`src/hdl/mts_pkg.sv`:
```
// shared constants, types and state codes of the motion trajectory smoother
// no dependencies; imported by every module in hdl

package mts_pkg;

    localparam int HISTORY_DEPTH = 64;
    localparam int DATA_W        = 32;
    localparam int PTR_W         = $clog2(HISTORY_DEPTH);
    localparam int CNT_W         = $clog2(HISTORY_DEPTH + 1);
    // trajectory point: sum of up to HISTORY_DEPTH estimates
    localparam int TRAJ_W        = DATA_W + PTR_W + 1;
    // window sum: sum of up to HISTORY_DEPTH trajectory points
    localparam int SUM_W         = TRAJ_W + PTR_W + 1;
    // correction: estimate + average - trajectory point
    localparam int CORR_W        = SUM_W + 2;
    localparam int QCNT_W        = $clog2(SUM_W + 1);

    localparam int MF_W          = 7;
    localparam int RAD_W         = 6;
    localparam int CFG_IDX_W     = 1;
    localparam int CFG_DATA_W    = 7;

    localparam logic [MF_W-1:0]  MAX_FRAMES_RST = 7'd60;
    localparam logic [RAD_W-1:0] RADIUS_RST     = 6'd50;

    localparam logic [CFG_IDX_W-1:0] CFG_MAX_FRAMES = 1'd0;
    localparam logic [CFG_IDX_W-1:0] CFG_RADIUS     = 1'd1;

    typedef logic signed [DATA_W-1:0] t_data;
    typedef logic signed [TRAJ_W-1:0] t_traj;
    typedef logic signed [SUM_W-1:0]  t_sum;
    typedef t_data [2:0] t_data3;
    typedef t_traj [2:0] t_traj3;
    typedef t_sum  [2:0] t_sum3;

    typedef struct packed {
        logic push;
        logic clear;
    } t_hist_ctrl;

    typedef struct packed {
        logic             done;
        logic [CNT_W-1:0] count;
        logic [CNT_W-1:0] held;
    } t_hist_stat;

    typedef enum logic [2:0] {
        ST_IDLE,
        ST_HIST,
        ST_DIV,
        ST_CORR,
        ST_EMIT
    } t_state;

endpackage

```
`src/hdl/mts_serial_div.sv`:
```
// three-lane bit-serial restoring divider, one quotient bit per cycle,
// quotient truncated toward zero
// depends on mts_pkg

module mts_serial_div
    import mts_pkg::*;
(
    input  logic             i_clk,
    input  logic             i_rst_n,
    input  logic             i_start,
    input  t_sum3            i_num,
    input  logic [CNT_W-1:0] i_den,
    output logic             o_done,
    output t_sum3            o_quot
);

    logic                         r_busy;
    logic                         r_fix;
    logic                         r_done;
    logic [QCNT_W-1:0]            r_bits;
    logic [CNT_W-1:0]             r_den;
    logic [2:0]                   r_neg;
    logic [2:0][SUM_W-1:0]        r_dvd;
    logic [2:0][CNT_W-1:0]        r_rem;
    t_sum3                        r_quot;

    logic [2:0][CNT_W:0]          w_trial;
    logic [2:0]                   w_ge;
    logic [2:0][CNT_W-1:0]        w_rem_next;

    always_comb begin
        for (int i = 0; i < 3; i++) begin
            w_trial[i] = {r_rem[i], r_dvd[i][SUM_W-1]};
            w_ge[i]    = (w_trial[i] >= {1'b0, r_den});
            if (w_ge[i]) begin
                w_rem_next[i] = CNT_W'(w_trial[i] - {1'b0, r_den});
            end else begin
                w_rem_next[i] = CNT_W'(w_trial[i]);
            end
        end
    end

    always_ff @(posedge i_clk) begin
        if (!i_rst_n) begin
            r_busy <= 1'b0;
            r_fix  <= 1'b0;
            r_done <= 1'b0;
            r_bits <= '0;
        end else begin
            r_done <= 1'b0;
            if (i_start) begin
                r_busy <= 1'b1;
                r_bits <= QCNT_W'(SUM_W);
            end else if (r_busy) begin
                r_bits <= r_bits - QCNT_W'(1);
                if (r_bits == QCNT_W'(1)) begin
                    r_busy <= 1'b0;
                    r_fix  <= 1'b1;
                end
            end else if (r_fix) begin
                r_fix  <= 1'b0;
                r_done <= 1'b1;
            end
        end
    end

    always_ff @(posedge i_clk) begin
        for (int i = 0; i < 3; i++) begin
            if (i_start) begin
                r_neg[i] <= i_num[i][SUM_W-1];
                r_dvd[i] <= i_num[i][SUM_W-1] ? SUM_W'(-i_num[i]) : SUM_W'(i_num[i]);
                r_rem[i] <= '0;
            end else if (r_busy) begin
                // quotient bits shift in where dividend bits leave
                r_dvd[i] <= {r_dvd[i][SUM_W-2:0], w_ge[i]};
                r_rem[i] <= w_rem_next[i];
            end else if (r_fix) begin
                r_quot[i] <= r_neg[i] ? -$signed(r_dvd[i]) : $signed(r_dvd[i]);
            end
        end
        if (i_start) begin
            r_den <= i_den;
        end
    end

    assign o_done = r_done;
    assign o_quot = r_quot;

endmodule

```
`config.mk`:
```
export PLATFORM = sky130hd
export DESIGN_NAME = mts_serial_div
export DESIGN_NICKNAME = d
export VERILOG_FILES = /design/src/hdl/mts_pkg.sv /design/src/hdl/mts_serial_div.sv
export SDC_FILE = /design/constraint.sdc
export NUM_CORES = 1
export LEC_CHECK = 0
export ABC_AREA = 1
export ABC_CLOCK_PERIOD_IN_PS = 14650
export BUFFER_PORTS_ARGS = -buffer_cell sky130_fd_sc_hd__buf_2
export CAP_MARGIN = 40
export CORE_MARGIN = 3
export CORE_UTILIZATION = 41
export DETAILED_ROUTE_END_ITERATION = 10
export HOLD_SLACK_MARGIN = 0.06
export SYNTH_ARGS = -nofsm -noshare
export SYNTH_HDL_FRONTEND = slang
export SYNTH_SLANG_ARGS = --single-unit
```
`constraint.sdc`:
```
create_clock -name i_clk -period 14.65 [get_ports i_clk]
set_clock_uncertainty 0.05 [all_clocks]
set_input_delay 2.93 -clock i_clk [delete_from_list [all_inputs] [get_ports i_clk]]
set_output_delay 2.93 -clock i_clk [all_outputs]
set_load 0.005 [all_outputs]
```
==> impl_metrics.json <==
{
  "post-route-util": 0.485,
  "cp_max_fo": 77,
  "setup_violations": 0,
  "drt-pass1-iter-count": 6,
  "grt_pass1_vias": 19000,
  "synth_fp_nets": 2999,
  "rows": 82,
  "cts_resized": 0,
  "p_leak_nw": 10.7,
  "synth-async-reset-ratio": 0,
  "portBuffers": 286,
  "postPlaceCellArea_um2": 23300,
  "cp-end-kind": "flop",
  "cts_sinks": 316,
  "synth-edff-count": 286,
  "synth_top_cells_by_count": "nand2_1, nand3_1, inv_1",
  "drv_cap": 0,
  "synth_top_flop_cell": "edfxtp_1",
  "clockBufferDepth": 3,
  "synth_fa_ha_area_frac": 0.0199,
  "ir_drop_mv": 0.0753,
  "synth_cells": 2819,
  "cts_buffers": 39,
  "critical_path_required_ns": 15.00,
  "synthXorXnorAreaFrac": 0.0562,
  "grt_pass1_wl_mm": 108,
  "clock_latency_ns": 0.56,
  "synth_compound_area_frac": 0.0674,
  "antenna_found_initial": 10,
  "num_vias": 20400,
  "dieArea_um2": 54500,
  "yosysTopAreaCellShare": 0.405,
  "ant_nets": 0,
  "startpoint_type": "primary input",
  "outcome": "finished, final reports clean",
  "postSynthAreaPerCell_um2": 7.52,
  "synth_cell_types": 47,
  "cts_tree": "done",
  "initial_utilization": 0.419,
  "ys_ff_latch": 316,
  "grt_max_degree": 87,
  "clk_pin_slew_ns": 0.06,
  "finalHoldViolCount": 0,
  "cts_root_buf": "clkbuf_16",
  "dp_cells": 3721,
  "die_w_um": 233,
  "path_class": "primary input to flop",
  "wl_per_cell_um": 18.8,
  "routabilityCongestion": 0.941,
  "setup-tns-final_ns": 0,
  "avgViaCountPerCell": 5.37,
  "nFillCells": 5127,
  "overflow": 0,
  "min_period_ns": 4.77,
  "ys_warn_count": 0,
  "cts_hold_buf": 0,
  "design_area_um2": 24600,
  "area_delta_synth_final_pct": 15.9,
  "hold_class": "flop to flop",
  "maxSlewViolCount": 0,
  "final_nets": 3270,
  "synth.most_common_cell": "nand2_1",
  "core_area_um2": 50700,
  "ys_seq_area_frac": 0.433,
  "htree_num_levels": 2,
  "drive_above_1_share": 0.147,
  "wl_mm": 71.3,
  "ios": 287,
  "ys_top_cells_by_area": "edfxtp_1, nand2_1, nand3_1",
  "grt_use_total": 0.257,
  "fmax_mhz": 210,
  "synthSimpleGateAreaFrac": 0.348,
  "arrival_ns": 5.12,
  "synthMuxAreaShare": 0,
  "worstMarginPinSlew_ns": 0.872,
  "route.detailed.drc": 0,
  "syn_area_um2": 21200,
  "synth_top_family_by_area": "simple AND/OR/NAND/NOR gates",
  "die_y_um": 233,
  "maxSlewHeadroom": 0.419,
  "stdcell_count": 3793,
  "period_share": 0.325,
  "grt_setup_unrepaired": "no",
  "synth_top_area_cell": "edfxtp_1",
  "cts_setup_buffers": 0,
  "hpwl_mm": 56.3,
  "power.density_nw_per_um2": 105,
  "drt_iter0_drc": 1914
}
worst paths after layout:
check / from / end / slack [ns] / cells after the start
max: i_start / r_dvd[137]$_DFFE_PP_ / 9.88 / 7
min: r_dvd[0]$_DFFE_PP_ / o_quot[0]$_DFFE_PP_ / 0.41 / 0
min reg2reg: r_dvd[0]$_DFFE_PP_ / o_quot[0]$_DFFE_PP_ / 0.41 / 0
max reg2reg: r_dvd[47]$_DFFE_PP_ / o_quot[74]$_DFFE_PP_ / 12.10 / 8
layout make-up:
class	instances	area, um^2	area share
antenna	5	12.5	0.000509
timing repair buffer	299	1590	0.0647
tap	672	841	0.0342
multi-input combinational	2099	10400	0.425
inverter	335	1270	0.0515
clock buffer	51	1080	0.0441
clock inverter	16	161	0.00657
sequential	316	9190	0.374
where the power goes:
group	switching, mW	internal (mW)
Clock	0.388	0.572
Combinational	0.332	0.150
Sequential	0.0621	1.08
cell usage in the layout, fill, tap and decap left out, drive strengths merged, types with 3 or more instances in the layout:
cell and n:
ha 29, buf 299, nor4 4, o22ai 6
a21oi 24, dfxtp 30, nand4 108, o211ai 3
diode 5, clkbuf 51, xor2 119, inv 335
fa 3, nand3 360, nor3 20, nand2 822
xnor2 17, clkinv 11, or2 7, o21ai 213
o21bai 4, nor2 334, nand3b 14, a31oi 5
edfxtp 286, bufinv 3
registers in the layout, summed over array words and instances, names as in the netlist:
name,count
r_bits,6
o_done,1
r_fix,1
r_neg,3
r_den,7
r_dvd,138
r_busy,1
r_rem,21
o_quot,138
metrics by stage:
step / worst slack [ns] / hold slack (ns) / total power, mW
finish: 9.88 / 0.406 / 2.58
global route: 9.69 / 0.434 / 2.70
CTS: 9.88 / 0.409 / 2.60
detailed placement: 9.29 / 0.393 / 1.63
global placement: 9.28 / 0.394 / 1.63
floorplan: 3.53 / 0.376 / 1.46
metal layers:
metal,GRT usage,up-vias,wire length [um]
met5,0,-,63
met4,0.0868,10,2520
met3,0.0485,141,5780
met2,0.410,810,32200
met1,0.352,9484,30800
li1,-,9939,-
critical path, cell delays in order:
cell and delay (ns):
buf_4 0.20, buf_4 0.68, buf_4 0.78, nand4_1 0.20, nor2_1 0.14, nand2_1 0.06
o21ai_0 0.07
cells by family (layout without fill, tap and decap cells):
logic type               count (synthesis)  count (layout)
AO/OA/AOI/OAI                          260             260
XOR/XNOR                               136             136
adder cells (fa/ha/maj)                 32              32
buffers and inverters                  404             701
flip-flops                             316             316
other                                    0               5
AND/OR/NAND/NOR                       1671            1671
(Power assumes the default switching activity.)
