**config.mk**
```make
export PLATFORM = sky130hd
export DESIGN_NAME = mts_correct
export DESIGN_NICKNAME = d
export VERILOG_FILES = /design/src/hdl/mts_pkg.sv /design/src/hdl/mts_correct.sv
export SDC_FILE = /design/constraint.sdc
export NUM_CORES = 1
export LEC_CHECK = 0
export ABC_AREA = 1
export BUFFER_PORTS_ARGS = -buffer_cell sky130_fd_sc_hd__buf_2
export CORE_UTILIZATION = 60
export CTS_CLUSTER_DIAMETER = 60
export DETAILED_ROUTE_END_ITERATION = 7
export PLACE_DENSITY = 0.84
export SLEW_MARGIN = 20
export SYNTH_ARGS = -nofsm -noshare
export SYNTH_HDL_FRONTEND = slang
export SYNTH_SLANG_ARGS = --single-unit
```
**constraint.sdc**
```tcl
create_clock -name i_clk -period 3.2 [get_ports i_clk]
set_input_delay 0.64 -clock i_clk [delete_from_list [all_inputs] [get_ports i_clk]]
set_output_delay 0.64 -clock i_clk [all_outputs]
set_load 0.03 [all_outputs]
```
**src/hdl/mts_pkg.sv**
```systemverilog
// shared constants, types and state codes of the motion trajectory smoother
// no dependencies; imported by every module in hdl

package mts_pkg;

    localparam int HISTORY_DEPTH = 64;
    localparam int DATA_W        = 32;
    localparam int PTR_W         = $clog2(HISTORY_DEPTH);
    localparam int CNT_W         = $clog2(HISTORY_DEPTH + 1);
    // trajectory point: sum of up to HISTORY_DEPTH estimates
    localparam int TRAJ_W        = DATA_W + PTR_W + 1;
    // window sum: sum of up to HISTORY_DEPTH trajectory points
    localparam int SUM_W         = TRAJ_W + PTR_W + 1;
    // correction: estimate + average - trajectory point
    localparam int CORR_W        = SUM_W + 2;
    localparam int QCNT_W        = $clog2(SUM_W + 1);

    localparam int MF_W          = 7;
    localparam int RAD_W         = 6;
    localparam int CFG_IDX_W     = 1;
    localparam int CFG_DATA_W    = 7;

    localparam logic [MF_W-1:0]  MAX_FRAMES_RST = 7'd60;
    localparam logic [RAD_W-1:0] RADIUS_RST     = 6'd50;

    localparam logic [CFG_IDX_W-1:0] CFG_MAX_FRAMES = 1'd0;
    localparam logic [CFG_IDX_W-1:0] CFG_RADIUS     = 1'd1;

    typedef logic signed [DATA_W-1:0] t_data;
    typedef logic signed [TRAJ_W-1:0] t_traj;
    typedef logic signed [SUM_W-1:0]  t_sum;
    typedef t_data [2:0] t_data3;
    typedef t_traj [2:0] t_traj3;
    typedef t_sum  [2:0] t_sum3;

    typedef struct packed {
        logic push;
        logic clear;
    } t_hist_ctrl;

    typedef struct packed {
        logic             done;
        logic [CNT_W-1:0] count;
        logic [CNT_W-1:0] held;
    } t_hist_stat;

    typedef enum logic [2:0] {
        ST_IDLE,
        ST_HIST,
        ST_DIV,
        ST_CORR,
        ST_EMIT
    } t_state;

endpackage

```
**src/hdl/mts_correct.sv**
```systemverilog
// two-stage correction: average minus trajectory point, plus the estimate,
// saturated to 32 bits signed
// depends on mts_pkg

module mts_correct
    import mts_pkg::*;
(
    input  logic   i_clk,
    input  logic   i_rst_n,
    input  logic   i_start,
    input  t_sum3  i_quot,
    input  t_traj3 i_run,
    input  t_data3 i_delta,
    output logic   o_done,
    output t_data3 o_corr
);

    logic                              r_v1;
    logic                              r_done;
    logic signed [2:0][CORR_W-1:0]     r_diff;
    t_data3                            r_res;

    logic signed [2:0][CORR_W-1:0]     w_sum;
    logic [2:0][CORR_W-DATA_W:0]       w_hi;
    t_data3                            w_sat;

    always_comb begin
        for (int i = 0; i < 3; i++) begin
            w_sum[i] = $signed(r_diff[i]) + CORR_W'($signed(i_delta[i]));
            w_hi[i]  = w_sum[i][CORR_W-1:DATA_W-1];
            if ((&w_hi[i]) || !(|w_hi[i])) begin
                w_sat[i] = w_sum[i][DATA_W-1:0];
            end else if (w_sum[i][CORR_W-1]) begin
                w_sat[i] = {1'b1, {(DATA_W-1){1'b0}}};
            end else begin
                w_sat[i] = {1'b0, {(DATA_W-1){1'b1}}};
            end
        end
    end

    always_ff @(posedge i_clk) begin
        if (!i_rst_n) begin
            r_v1   <= 1'b0;
            r_done <= 1'b0;
        end else begin
            r_v1   <= i_start;
            r_done <= r_v1;
        end
    end

    always_ff @(posedge i_clk) begin
        for (int i = 0; i < 3; i++) begin
            if (i_start) begin
                r_diff[i] <= CORR_W'($signed(i_quot[i])) - CORR_W'($signed(i_run[i]));
            end
            if (r_v1) begin
                r_res[i] <= w_sat[i];
            end
        end
    end

    assign o_done = r_done;
    assign o_corr = r_res;

endmodule

```
==> impl_table.tex, run 1 <==
\begin{tabular}{lr}
\hline
Metric & Value \\
\hline
\multicolumn{2}{l}{\textbf{Drt}} \\
\quad Residual antenna-violating net count after detailed routing & 0 \\
\quad Iteration count of the initial detailed-routing pass & 5 \\
\quad WL met3 & 8840 µm \\
\quad Wire length the detailed router placed on met1 & 39800 µm \\
\quad Drt via density & 5.43 \\
\quad Routed WL & 102000 µm \\
\quad DR WL/cell & 17.1 µm \\
\quad Met2 routed wirelength & 46500 µm \\
\quad Via total after detailed routing & 32500 \\
\quad Iteration-0 DRC Markers & 2738 \\
\quad Topmost layer with routed signal wires & met5 \\
\quad DRC violations left & 0 \\
\multicolumn{2}{l}{\textbf{Job}} \\
\quad Max-capacitance violation count & 0 \\
\multicolumn{2}{l}{\textbf{Layout}} \\
\quad Number of standard cells in the final layout excluding fillers & 5982 \\
\quad Area used by multi-input combinational logic & 18600 µm² \\
\quad Fill cells & 4113 \\
\quad Growth of design area from synthesis to finish & 19.1\% \\
\quad FF+latch area & 7160 µm² \\
\quad \# nets final & 5975 \\
\quad Layout cell share with drive strength beyond 1 & 16.6\% \\
\multicolumn{2}{l}{\textbf{Die}} \\
\quad Vertical extent of the die & 224 µm \\
\quad Die X & 224 µm \\
\quad Starting density of the core & 61.3\% \\
\quad Die Outline Area & 50000 µm² \\
\quad Number of I/O pins & 451 \\
\quad CORE AREA & 48000 µm² \\
\quad Number of cell rows & 80 \\
\multicolumn{2}{l}{\textbf{Timing}} \\
\quad Final count of pins violating max slew & 0 \\
\quad Clock Skew & 0.0165 ns \\
\quad Max Freq & 0.330 GHz \\
\quad Fin worst setup slack & 0.171 ns \\
\quad Minimum hold slack & 0.252 ns \\
\quad Measured slew at the worst slew-check pin & 0.639 ns \\
\quad Final number of hold-violating endpoints & 0 \\
\quad Tightest slew margin relative to the limit & 57.4\% \\
\quad Unrepaired setup endpoints after global routing & no \\
\quad Final worst-path cycle share & 94.6\% \\
\quad Time the final worst path needs with I/O delays and setup & 3.03 ns \\
\quad Total setup violations reported at the end of the flow & 0 \\
\multicolumn{2}{l}{\textbf{Yosys}} \\
\quad Area share of xor/xnor cells in the synthesized design & 6.85\% \\
\quad Number of distinct library cell variants in the gate-level netlist after synthesis & 44 \\
\quad Syn\_nets & 5278 \\
\quad Sequential element share of the synthesized area & 24.3\% \\
\quad Synth Area in Adders & 12.3\% \\
\quad Portion of synthesized cell area occupied by the leading cell type & 24.2\% \\
\quad Cell count after synthesis & 4639 \\
\quad Post-synthesis mux area share & 0\% \\
\quad Avg Synthesized Cell Area & 6.35 µm² \\
\quad Flops \& latches, synth & 239 \\
\quad Mapped cell area & 29400 µm² \\
\quad Combinational family with the most area after synthesis & simple AND/OR/NAND/NOR gates \\
\quad Count of synthesis-stage warnings from yosys & 0 \\
\quad Fraction of the mapped netlist area in simple logic gates & 33.6\% \\
\quad Complex-gate fraction of the synthesized area & 10.4\% \\
\quad Cell type with the highest aggregate area in the netlist & sky130\_fd\_sc\_hd\_\_edfxtp\_1 \\
\quad Area contributors post-synth & sky130\_fd\_sc\_hd\_\_edfxtp\_1 24\%, sky130\_fd\_sc\_hd\_\_nand2\_1 19\%, sky130\_fd\_sc\_hd\_\_ha\_1 12\%, sky130\_fd\_sc\_hd\_\_inv\_1 11\%, sky130\_fd\_sc\_hd\_\_nor2\_1 6.3\% \\
\multicolumn{2}{l}{\textbf{Clocking}} \\
\quad Root buffer cell & sky130\_fd\_sc\_hd\_\_clkbuf\_16 \\
\quad Source-to-sink clock delay at the later pin of the worst-skew pair & 0.59 ns \\
\quad Number of buffers added for setup after CTS & 0 \\
\quad CTS clock-pin slew for the worst setup and hold paths & 0.06 ns \\
\quad Longest Clk Path Bufs & 3 \\
\quad CTS buffer count & 27 \\
\quad Clock tree from TritonCTS & yes \\
\quad H-tree depth reported by CTS & 1 \\
\quad Clock sink count & 239 \\
\multicolumn{2}{l}{\textbf{Setup path}} \\
\quad Data arrival time of the worst path & 3.37 ns \\
\quad Type of destination of the critical path & flop \\
\quad Critical Path Start Type & flop \\
\quad Kind of critical path & reg2reg \\
\quad Critical Path RT & 3.54 ns \\
\quad Depth of the worst register-to-register path & 17 \\
\quad Highest net fanout along the worst path & 16 \\
\multicolumn{2}{l}{\textbf{Outcome}} \\
\quad Run status & finished, final reports clean \\
\multicolumn{2}{l}{\textbf{Global route}} \\
\quad Vias in the first global route & 30300 \\
\quad Grt ovf & 0 \\
\quad Antenna violations before repair & 20 \\
\quad Pin count of the biggest net entering global routing & 85 \\
\quad Total track usage & 40.2\% \\
\quad Global-route wire length before repair & 157000 µm \\
\multicolumn{2}{l}{\textbf{Power}} \\
\quad IR Drop Worst-Case VDD & 0.000518 V \\
\quad Power Density & 509 nW/µm² \\
\quad Static Leakage & 19.0 nW \\
\quad Sum of internal, switching and leakage power & 17.8 mW \\
\multicolumn{2}{l}{\textbf{Placement}} \\
\quad HPWL after detailed placement & 86800 µm \\
\quad Place WS & -0.127 ns \\
\quad Instance count after placement with tap cells included & 5922 \\
\quad Number of buffer cells added on primary ports & 450 \\
\quad Routability Congestion & 1.06 \\
\multicolumn{2}{l}{\textbf{Hold path}} \\
\quad Min-Delay Path Depth & 3 \\
\quad Path category of the worst min-delay check & in2reg \\
\hline
\end{tabular}
cell usage after synthesis (all sizes together):
| cell | count |
|---|---|
| fa | 6 |
| a211oi | 5 |
| clkinv | 2 |
| o31ai | 6 |
| a21oi | 289 |
| o211ai | 13 |
| nor2 | 536 |
| o21ai | 126 |
| inv | 923 |
| a311oi | 1 |
| nand4 | 54 |
| and2 | 7 |
| dfxtp | 2 |
| nand3 | 149 |
| and3 | 14 |
| o311ai | 3 |
| ha | 279 |
| or2 | 13 |
| buf | 18 |
| nand3b | 28 |
| edfxtp | 237 |
| nor3 | 38 |
| a21o | 9 |
| nand2 | 1549 |
| a31oi | 60 |
| a21boi | 7 |
| nor4 | 4 |
| o21bai | 26 |
| xnor2 | 63 |
| o21a | 11 |
| xor2 | 161 |
kinds of logic after synthesis:
kind of cell,Yosys count
buffers and inverters,943
AND/OR/NAND/NOR,2392
XOR/XNOR,224
adder cells (fa/ha/maj),285
AO/OA/AOI/OAI,556
flip-flops,239
metrics by stage:
| stage | utilization (%) | instance area, µm² | TNS (ns) |
|---|---|---|---|
| finish | 73.0 | 35100 | 0 |
| global placement | 71.1 | 34100 | -4.78 |
| CTS | 72.9 | 35000 | 0 |
| floorplan | - | 29400 | 0 |
| global route | 73.0 | 35100 | 0 |
| detailed placement | 71.1 | 34100 | -5.96 |
worst max-delay path: stages, from the launching register on:
cell                       delay (ns)
sky130_fd_sc_hd__edfxtp_1        0.43
sky130_fd_sc_hd__ha_1            0.40
sky130_fd_sc_hd__nand2_1         0.13
sky130_fd_sc_hd__nor2_1          0.31
sky130_fd_sc_hd__nand2_1         0.19
sky130_fd_sc_hd__inv_1           0.09
sky130_fd_sc_hd__nand2_1         0.06
sky130_fd_sc_hd__nand2_1         0.15
sky130_fd_sc_hd__nand2_1         0.09
sky130_fd_sc_hd__nand3_1         0.09
sky130_fd_sc_hd__nand2_1         0.05
sky130_fd_sc_hd__nand2_1         0.08
sky130_fd_sc_hd__nand4_1         0.09
sky130_fd_sc_hd__nor2_1          0.16
sky130_fd_sc_hd__nand2_1         0.11
sky130_fd_sc_hd__nand2_2         0.12
sky130_fd_sc_hd__buf_12          0.16
sky130_fd_sc_hd__nand2_1         0.07
final cells by class:
class                      count  share of cell area, %
clock buffer                  30                   1.96
tap                          615                   2.19
timing repair buffer         686                   11.8
sequential                   239                   20.4
inverter                     925                   9.90
antenna                       12                 0.0856
multi-input combinational   3457                   53.0
clock inverter                18                  0.571
flip-flops by register name (all words and copies together) (netlist names):
signal	cells
o_corr	96
r_diff	141
o_done	1
r_v1	1
power breakdown:
group | leakage (nW) | total (mW) | internal (mW) | switching [mW]
logic | 16.2 | 10.1 | 3.61 | 6.48
registers | 2.29 | 4.56 | 4.32 | 0.238
clock network | 0.443 | 3.18 | 1.81 | 1.38
worst paths after layout:
kind	to	slack [ns]	from
setup / recovery	o_corr[9]$_DFFE_PP_	0.17	r_diff[10]$_DFFE_PP_
hold / removal	r_v1$_SDFF_PN0_	0.25	i_rst_n
setup reg to reg	o_corr[9]$_DFFE_PP_	0.17	r_diff[10]$_DFFE_PP_
hold reg to reg	o_corr[0]$_DFFE_PP_	0.67	r_diff[0]$_DFFE_PP_
layer usage:
metal	global-route usage, %	vias up
li1	-	16000
met1	47.8	14500
met2	66.9	1611
met3	7.59	352
met4	25.0	14
met5	0	-
timing repair:
item / CTS / global route
endpoints found under the setup margin: 0 / 62
hold buffers: 0 / 0
gates resized for setup: 0 / 3
cells in the final DEF (no fill, tap or decap), types with 26 or more instances in the layout:
cell type,Yosys,routed
sky130_fd_sc_hd__nor2_1,493,492
sky130_fd_sc_hd__inv_1,892,892
sky130_fd_sc_hd__nand3b_1,28,28
sky130_fd_sc_hd__a21oi_1,289,289
sky130_fd_sc_hd__o21bai_1,26,26
sky130_fd_sc_hd__ha_1,279,278
sky130_fd_sc_hd__a31oi_1,60,60
sky130_fd_sc_hd__inv_2,31,31
sky130_fd_sc_hd__nand2_2,44,44
sky130_fd_sc_hd__clkbuf_16,0,27
sky130_fd_sc_hd__xor2_1,158,158
sky130_fd_sc_hd__buf_2,0,449
sky130_fd_sc_hd__xnor2_1,63,63
sky130_fd_sc_hd__o21ai_0,126,126
sky130_fd_sc_hd__nor3_1,35,35
sky130_fd_sc_hd__edfxtp_1,237,237
sky130_fd_sc_hd__nor2_2,38,39
sky130_fd_sc_hd__nand2_1,1503,1503
sky130_fd_sc_hd__buf_4,3,226
sky130_fd_sc_hd__nand4_1,54,54
sky130_fd_sc_hd__nand3_1,134,133
Note: power is estimated with default switching activity, not from simulation.
==> inputs of run 2 (changes only) <==
--- a/config.mk
+++ b/config.mk
@@ -5,12 +5,11 @@
 export SDC_FILE = /design/constraint.sdc
 export NUM_CORES = 1
 export LEC_CHECK = 0
-export ABC_AREA = 1
 export BUFFER_PORTS_ARGS = -buffer_cell sky130_fd_sc_hd__buf_2
-export CORE_UTILIZATION = 60
+export CORE_UTILIZATION = 58
 export CTS_CLUSTER_DIAMETER = 60
 export DETAILED_ROUTE_END_ITERATION = 7
-export PLACE_DENSITY = 0.84
+export PLACE_DENSITY = 0.83
 export SLEW_MARGIN = 20
 export SYNTH_ARGS = -nofsm -noshare
 export SYNTH_HDL_FRONTEND = slang
==> run 2 against run 1 <==
Effect of this change:
- synthesized area decreased by 21%
- the flow now stops in global routing
- synthesized cell count down 44%
==> impl_table.tex, run 2 <==
\begin{tabular}{lr}
\hline
Metric & Value \\
\hline
\multicolumn{2}{l}{\textbf{Yosys}} \\
\quad Portion of synthesized cell area occupied by the leading cell type & 30.8\% (+6.6 points) \\
\quad Number of distinct library cell variants in the gate-level netlist after synthesis & 97 (+120\%) \\
\quad Mapped cell area & 23100 µm² (-21\%) \\
\quad Synth cell count leaders & 279 x sky130\_fd\_sc\_hd\_\_ha\_1, 252 x sky130\_fd\_sc\_hd\_\_a21oi\_1, 237 x sky130\_fd\_sc\_hd\_\_edfxtp\_1, 198 x sky130\_fd\_sc\_hd\_\_inv\_1, 169 x sky130\_fd\_sc\_hd\_\_nand2\_1 \\
\quad Sequential element share of the synthesized area & 30.9\% (+6.6 points) \\
\quad Main flop type after synthesis & sky130\_fd\_sc\_hd\_\_edfxtp\_1 \\
\quad Area contributors post-synth & sky130\_fd\_sc\_hd\_\_edfxtp\_1 31\%, sky130\_fd\_sc\_hd\_\_ha\_1 15\%, sky130\_fd\_sc\_hd\_\_xnor2\_1 5.6\%, sky130\_fd\_sc\_hd\_\_a21oi\_1 5.5\%, sky130\_fd\_sc\_hd\_\_a21o\_1 5.5\% \\
\quad Syn\_nets & 3218 (-39\%) \\
\quad Flops \& latches, synth & 239 (unchanged) \\
\quad Cell type with the highest aggregate area in the netlist & sky130\_fd\_sc\_hd\_\_edfxtp\_1 \\
\quad Avg Synthesized Cell Area & 8.97 µm² (+41\%) \\
\quad Number of synthesized flops with an enable pin & 237 (unchanged) \\
\quad Most common cell in the netlist & sky130\_fd\_sc\_hd\_\_ha\_1 \\
\quad Cell count after synthesis & 2579 (-44\%) \\
\quad Count of synthesis-stage warnings from yosys & 0 (unchanged) \\
\quad Fraction of synthesis flops using an asynchronous set or reset pin & 0\% (unchanged) \\
\multicolumn{2}{l}{\textbf{Die}} \\
\quad Number of cell rows & 72 (-10\%) \\
\quad Number of I/O pins & 451 (unchanged) \\
\quad Die X & 202 µm (-9.7\%) \\
\quad Vertical extent of the die & 202 µm (-9.7\%) \\
\quad Starting density of the core & 59.3\% (-2.0 points) \\
\multicolumn{2}{l}{\textbf{Global route}} \\
\quad Antenna violations before repair & 50 \\
\quad Pin count of the biggest net entering global routing & 52 \\
\multicolumn{2}{l}{\textbf{Clocking}} \\
\quad Root buffer cell & sky130\_fd\_sc\_hd\_\_clkbuf\_16 \\
\quad H-tree depth reported by CTS & 1 (unchanged) \\
\quad CTS buffer count & 30 (+11\%) \\
\quad Clock sink count & 239 (unchanged) \\
\quad Longest Clk Path Bufs & 3 (unchanged) \\
\multicolumn{2}{l}{\textbf{Placement}} \\
\quad Routability Congestion & 0.989 (-6.4\%) \\
\quad HPWL after detailed placement & 64300 µm (-26\%) \\
\quad Instance count after placement with tap cells included & 4126 (-30\%) \\
\quad Number of buffer cells added on primary ports & 450 (unchanged) \\
\quad Post-place instance area & 31500 µm² (-7.7\%) \\
\multicolumn{2}{l}{\textbf{Outcome}} \\
\quad Run status & stopped before the end \\
\quad First logged error message & [ERROR GRT-0183] Net \_0479\_: the 3D maze router ran out of legal paths (heap underflow) - the net is boxed in by local congestion or blockages. \\
\quad Step where the flow halted & global routing \\
\multicolumn{2}{l}{\textbf{Timing}} \\
\quad Worst-path end type & sequential cell input \\
\quad Critical endpoint after global-route timing repair & o\_corr[29]\$\_DFFE\_PP\_/D \\
\hline
\end{tabular}
-- run 2: cell types whose count changed after synthesis, sizes merged, moves of 34 or more --
cell    before  now
inv        923  198
nand2     1549  171
o21ai      126  197
nand2b       0   42
clkbuf       0   53
xnor2       63  149
nor2       536  143
nor2b        0   34
xor2       161   88
nand3      149   54
a21o         9  170
-- run 2: timing repair --
item / 4_1_cts
buffers inserted: 81
hold buffers: 0
endpoints found under the hold margin: 0
gates cloned: 13
setup endpoints to repair: 111
pin swaps: 123
gates resized for setup: 177
-- run 2: kinds of logic after synthesis --
group | after synthesis | share of synthesized area [%]
compound gates | 922 | 26.1
simple gates | 627 | 13.6
fa+ha+maj | 285 | 15.6
buf+inv | 264 | 4.54
flops | 239 | 30.9
xor+xnor | 237 | 8.97
mux | 5 | 0.216
-- run 2: stage by stage --
stage	setup WS (ns)	util (%)	setup TNS, ns	hold WS, ns
2_1_floorplan	-1.09	-	-77.50	0.652
3_3_place_gp	-1.47	80.8	-140.62	0.675
3_5_place_dp	-1.66	80.8	-159.14	0.673
4_1_cts	-1.16	87.8	-88.91	0.264
==> inputs of run 3 (changes only) <==
--- a/config.mk
+++ b/config.mk
@@ -6,10 +6,9 @@
 export NUM_CORES = 1
 export LEC_CHECK = 0
 export BUFFER_PORTS_ARGS = -buffer_cell sky130_fd_sc_hd__buf_2
-export CORE_UTILIZATION = 58
-export CTS_CLUSTER_DIAMETER = 60
+export CORE_UTILIZATION = 40
 export DETAILED_ROUTE_END_ITERATION = 7
-export PLACE_DENSITY = 0.83
+export PLACE_DENSITY_LB_ADDON = 0.15
 export SLEW_MARGIN = 20
 export SYNTH_ARGS = -nofsm -noshare
 export SYNTH_HDL_FRONTEND = slang
==> run 3 against run 2 <==
Effect of this change:
- the flow now finishes, with violations (negative setup slack)
- synthesized cell count stayed put
- synthesized area stayed put
==> impl_table.tex, run 3 <==
\begin{tabular}{lr}
\hline
Metric & Value \\
\hline
\multicolumn{2}{l}{\textbf{Layout}} \\
\quad Most common cell after layout, fill and taps aside & sky130\_fd\_sc\_hd\_\_buf\_4 \\
\quad Utilization of the core after routing & 61.7\% \\
\quad Area used by multi-input combinational logic & 16900 µm² \\
\quad Growth of design area from synthesis to finish & 51.5\% \\
\quad \# nets final & 4367 \\
\quad Commonest cells after routing, fill and taps aside & 689 x sky130\_fd\_sc\_hd\_\_buf\_4, 444 x sky130\_fd\_sc\_hd\_\_buf\_2, 237 x sky130\_fd\_sc\_hd\_\_edfxtp\_1 \\
\quad Layout cell share with drive strength beyond 1 & 41.1\% \\
\quad Register with the most flip-flops & r\_diff \\
\quad Fill cells & 4973 \\
\quad Max FFs per register & 141 \\
\quad FF+latch area & 7160 µm² \\
\multicolumn{2}{l}{\textbf{Setup path}} \\
\quad Critical Path RT & 3.53 ns \\
\quad Data arrival time of the worst path & 4.68 ns \\
\quad Kind of critical path & reg2reg \\
\quad Highest net fanout along the worst path & 10 \\
\quad Type of destination of the critical path & flop \\
\quad Depth of the worst register-to-register path & 15 \\
\quad Critical Path Start Type & flop \\
\multicolumn{2}{l}{\textbf{Timing}} \\
\quad Final setup TNS & -95.73 ns \\
\quad Fin worst setup slack & -1.15 ns \\
\quad Time the final worst path needs with I/O delays and setup & 4.35 ns \\
\quad Unrepaired setup endpoints after global routing & yes \\
\quad Clock Skew & 0.0376 ns \\
\quad Final number of hold-violating endpoints & 0 \\
\quad Final count of pins violating max slew & 0 \\
\quad Total setup violations reported at the end of the flow & 100 \\
\quad Measured slew at the worst slew-check pin & 0.681 ns \\
\quad Final worst-path cycle share & 136\% \\
\quad Tightest slew margin relative to the limit & 53.9\% \\
\quad Max Freq & 0.230 GHz \\
\multicolumn{2}{l}{\textbf{Yosys}} \\
\quad Main flop type after synthesis & sky130\_fd\_sc\_hd\_\_edfxtp\_1 \\
\quad Count of synthesis-stage warnings from yosys & 0 (unchanged) \\
\quad Flops \& latches, synth & 239 (unchanged) \\
\quad Mapped cell area & 23100 µm² (unchanged) \\
\quad Cell count after synthesis & 2579 (unchanged) \\
\quad Most common cell in the netlist & sky130\_fd\_sc\_hd\_\_ha\_1 \\
\quad Number of synthesized flops with an enable pin & 237 (unchanged) \\
\quad Cell type with the highest aggregate area in the netlist & sky130\_fd\_sc\_hd\_\_edfxtp\_1 \\
\quad Syn\_nets & 3218 (unchanged) \\
\quad Sequential element share of the synthesized area & 30.9\% (unchanged) \\
\quad Synth cell count leaders & 279 x sky130\_fd\_sc\_hd\_\_ha\_1, 252 x sky130\_fd\_sc\_hd\_\_a21oi\_1, 237 x sky130\_fd\_sc\_hd\_\_edfxtp\_1, 198 x sky130\_fd\_sc\_hd\_\_inv\_1, 169 x sky130\_fd\_sc\_hd\_\_nand2\_1 \\
\quad Avg Synthesized Cell Area & 8.97 µm² (unchanged) \\
\quad Fraction of synthesis flops using an asynchronous set or reset pin & 0\% (unchanged) \\
\quad Number of distinct library cell variants in the gate-level netlist after synthesis & 97 (unchanged) \\
\quad Area contributors post-synth & sky130\_fd\_sc\_hd\_\_edfxtp\_1 31\%, sky130\_fd\_sc\_hd\_\_ha\_1 15\%, sky130\_fd\_sc\_hd\_\_xnor2\_1 5.6\%, sky130\_fd\_sc\_hd\_\_a21oi\_1 5.5\%, sky130\_fd\_sc\_hd\_\_a21o\_1 5.5\% \\
\quad Portion of synthesized cell area occupied by the leading cell type & 30.8\% (unchanged) \\
\multicolumn{2}{l}{\textbf{Clocking}} \\
\quad CTS clock-pin slew for the worst setup and hold paths & 0.06 ns \\
\quad Clock tree from TritonCTS & yes \\
\quad Clock sink count & 239 (unchanged) \\
\quad CTS buffer count & 30 (unchanged) \\
\quad Root buffer cell & sky130\_fd\_sc\_hd\_\_clkbuf\_16 \\
\quad Source-to-sink clock delay at the later pin of the worst-skew pair & 0.61 ns \\
\quad CTS Hold Bufs & 0 (unchanged) \\
\quad Longest Clk Path Bufs & 3 (unchanged) \\
\quad H-tree depth reported by CTS & 1 (unchanged) \\
\multicolumn{2}{l}{\textbf{Drt}} \\
\quad DRC violations left & 0 \\
\quad Iteration-0 DRC Markers & 1146 \\
\quad Residual antenna-violating net count after detailed routing & 0 \\
\quad Drt via density & 5.27 \\
\quad Via total after detailed routing & 23800 \\
\quad Iteration count of the initial detailed-routing pass & 5 \\
\quad DR WL/cell & 17.6 µm \\
\quad Routed WL & 79700 µm \\
\multicolumn{2}{l}{\textbf{Die}} \\
\quad Die Outline Area & 58800 µm² \\
\quad Number of I/O pins & 451 (unchanged) \\
\quad Starting density of the core & 40.7\% (-19 points) \\
\quad CORE AREA & 56800 µm² \\
\quad Number of cell rows & 87 (+21\%) \\
\quad Vertical extent of the die & 243 µm (+20\%) \\
\quad Die X & 243 µm (+20\%) \\
\multicolumn{2}{l}{\textbf{Outcome}} \\
\quad Run status & finished, violations left \\
\quad Failing checks & negative setup slack \\
\multicolumn{2}{l}{\textbf{Global route}} \\
\quad Pin count of the biggest net entering global routing & 61 \\
\quad Antenna violations before repair & 22 \\
\quad Vias in the first global route & 23800 \\
\quad Global-route wire length before repair & 122000 µm \\
\quad Grt ovf & 0 \\
\quad Total track usage & 25.7\% \\
\multicolumn{2}{l}{\textbf{Placement}} \\
\quad Number of buffer cells added on primary ports & 450 (unchanged) \\
\quad HPWL after detailed placement & 63800 µm (-0.75\%) \\
\quad Routability Congestion & 0.927 (-6.3\%) \\
\quad Place WS & -1.79 ns (-0.126 ns) \\
\multicolumn{2}{l}{\textbf{Power}} \\
\quad IR Drop Worst-Case VDD & 0.000503 V \\
\quad Static Leakage & 16.4 nW \\
\quad Power Density & 503 nW/µm² \\
\multicolumn{2}{l}{\textbf{Hold path}} \\
\quad Min-Delay Path Depth & 2 \\
\quad Path category of the worst min-delay check & in2reg \\
\multicolumn{2}{l}{\textbf{Job}} \\
\quad Max-capacitance violation count & 0 \\
\hline
\end{tabular}
-- run 3: cell counts after synthesis --
Identical to the previous run, type by type.
-- run 3: cell type report --
class / count / area share [%]
Multi-Input combinational cell: 2076 / 48.2
Timing Repair Buffer: 1183 / 23.5
Sequential cell: 239 / 20.4
Tap cell: 756 / 2.70
Clock buffer: 36 / 2.32
Inverter: 198 / 2.19
Clock inverter: 20 / 0.564
Antenna cell: 13 / 0.0928
-- run 3: routing by layer --
| metal | track usage (%) | vias up | wire length (µm) | share of wire [%] |
|---|---|---|---|---|
| li1 | - | 11900 | - | - |
| met1 | 31.6 | 11300 | 34300 | 43 |
| met2 | 45.4 | 497 | 39100 | 49 |
| met3 | 4.21 | 142 | 3820 | 4.8 |
| met4 | 7.91 | 18 | 2270 | 2.8 |
| met5 | 0 | - | 126 | 0.16 |
-- run 3: final timing paths --
path,startpoint,endpoint,slack (ns)
worst max-delay path,r_diff[51]$_DFFE_PP_,o_corr[40]$_DFFE_PP_,-1.15
worst min-delay path,i_rst_n,r_v1$_SDFF_PN0_,0.25
worst max register to register,r_diff[51]$_DFFE_PP_,o_corr[40]$_DFFE_PP_,-1.15
worst min register to register,r_v1$_SDFF_PN0_,o_corr[1]$_DFFE_PP_,0.72
-- run 3: report_power, final --
part           internal, mW  switching (mW)
sequential             4.12           0.215
clock                  2.05            1.43
combinational          4.85            4.98
-- run 3: logic make-up after synthesis --
group           after synthesis  share of synthesized area, %
compound gates              922                          26.1
simple gates                627                          13.6
fa+ha+maj                   285                          15.6
buf+inv                     264                          4.54
flops                       239                          30.9
xor+xnor                    237                          8.97
mux                           5                         0.216
-- run 3: worst max-delay path, cell delays in order, from the launching register on --
cell and delay (ns):
sky130_fd_sc_hd__edfxtp_1 0.48, sky130_fd_sc_hd__ha_4 0.32, sky130_fd_sc_hd__o211ai_1 0.13, sky130_fd_sc_hd__o211ai_1 0.41, sky130_fd_sc_hd__a22oi_2 0.19, sky130_fd_sc_hd__o211a_1 0.28, sky130_fd_sc_hd__or3_4 0.39, sky130_fd_sc_hd__a31oi_4 0.18
sky130_fd_sc_hd__xnor2_2 0.14, sky130_fd_sc_hd__nand2_1 0.07, sky130_fd_sc_hd__a2111o_1 0.36, sky130_fd_sc_hd__or4_4 0.43, sky130_fd_sc_hd__o41ai_4 0.23, sky130_fd_sc_hd__buf_6 0.21, sky130_fd_sc_hd__clkbuf_16 0.17, sky130_fd_sc_hd__o21ai_1 0.07
-- run 3: repair_timing --
item,CTS,global route
pin swaps,49,119
gates cloned,10,2
setup endpoints to repair,110,121
resized for setup,91,170
buffers inserted,16,30
-- run 3: through the flow --
stage	hold slack, ns	cell area, µm²	power, mW	cells
2_1_floorplan	0.652	24000	9.32	2579
3_3_place_gp	0.681	32100	12.9	4407
3_5_place_dp	0.684	32100	13.1	4407
4_1_cts	0.216	33900	17.2	4488
5_1_grt	0.243	35000	18.7	4517
6_report	0.245	35000	17.6	4521
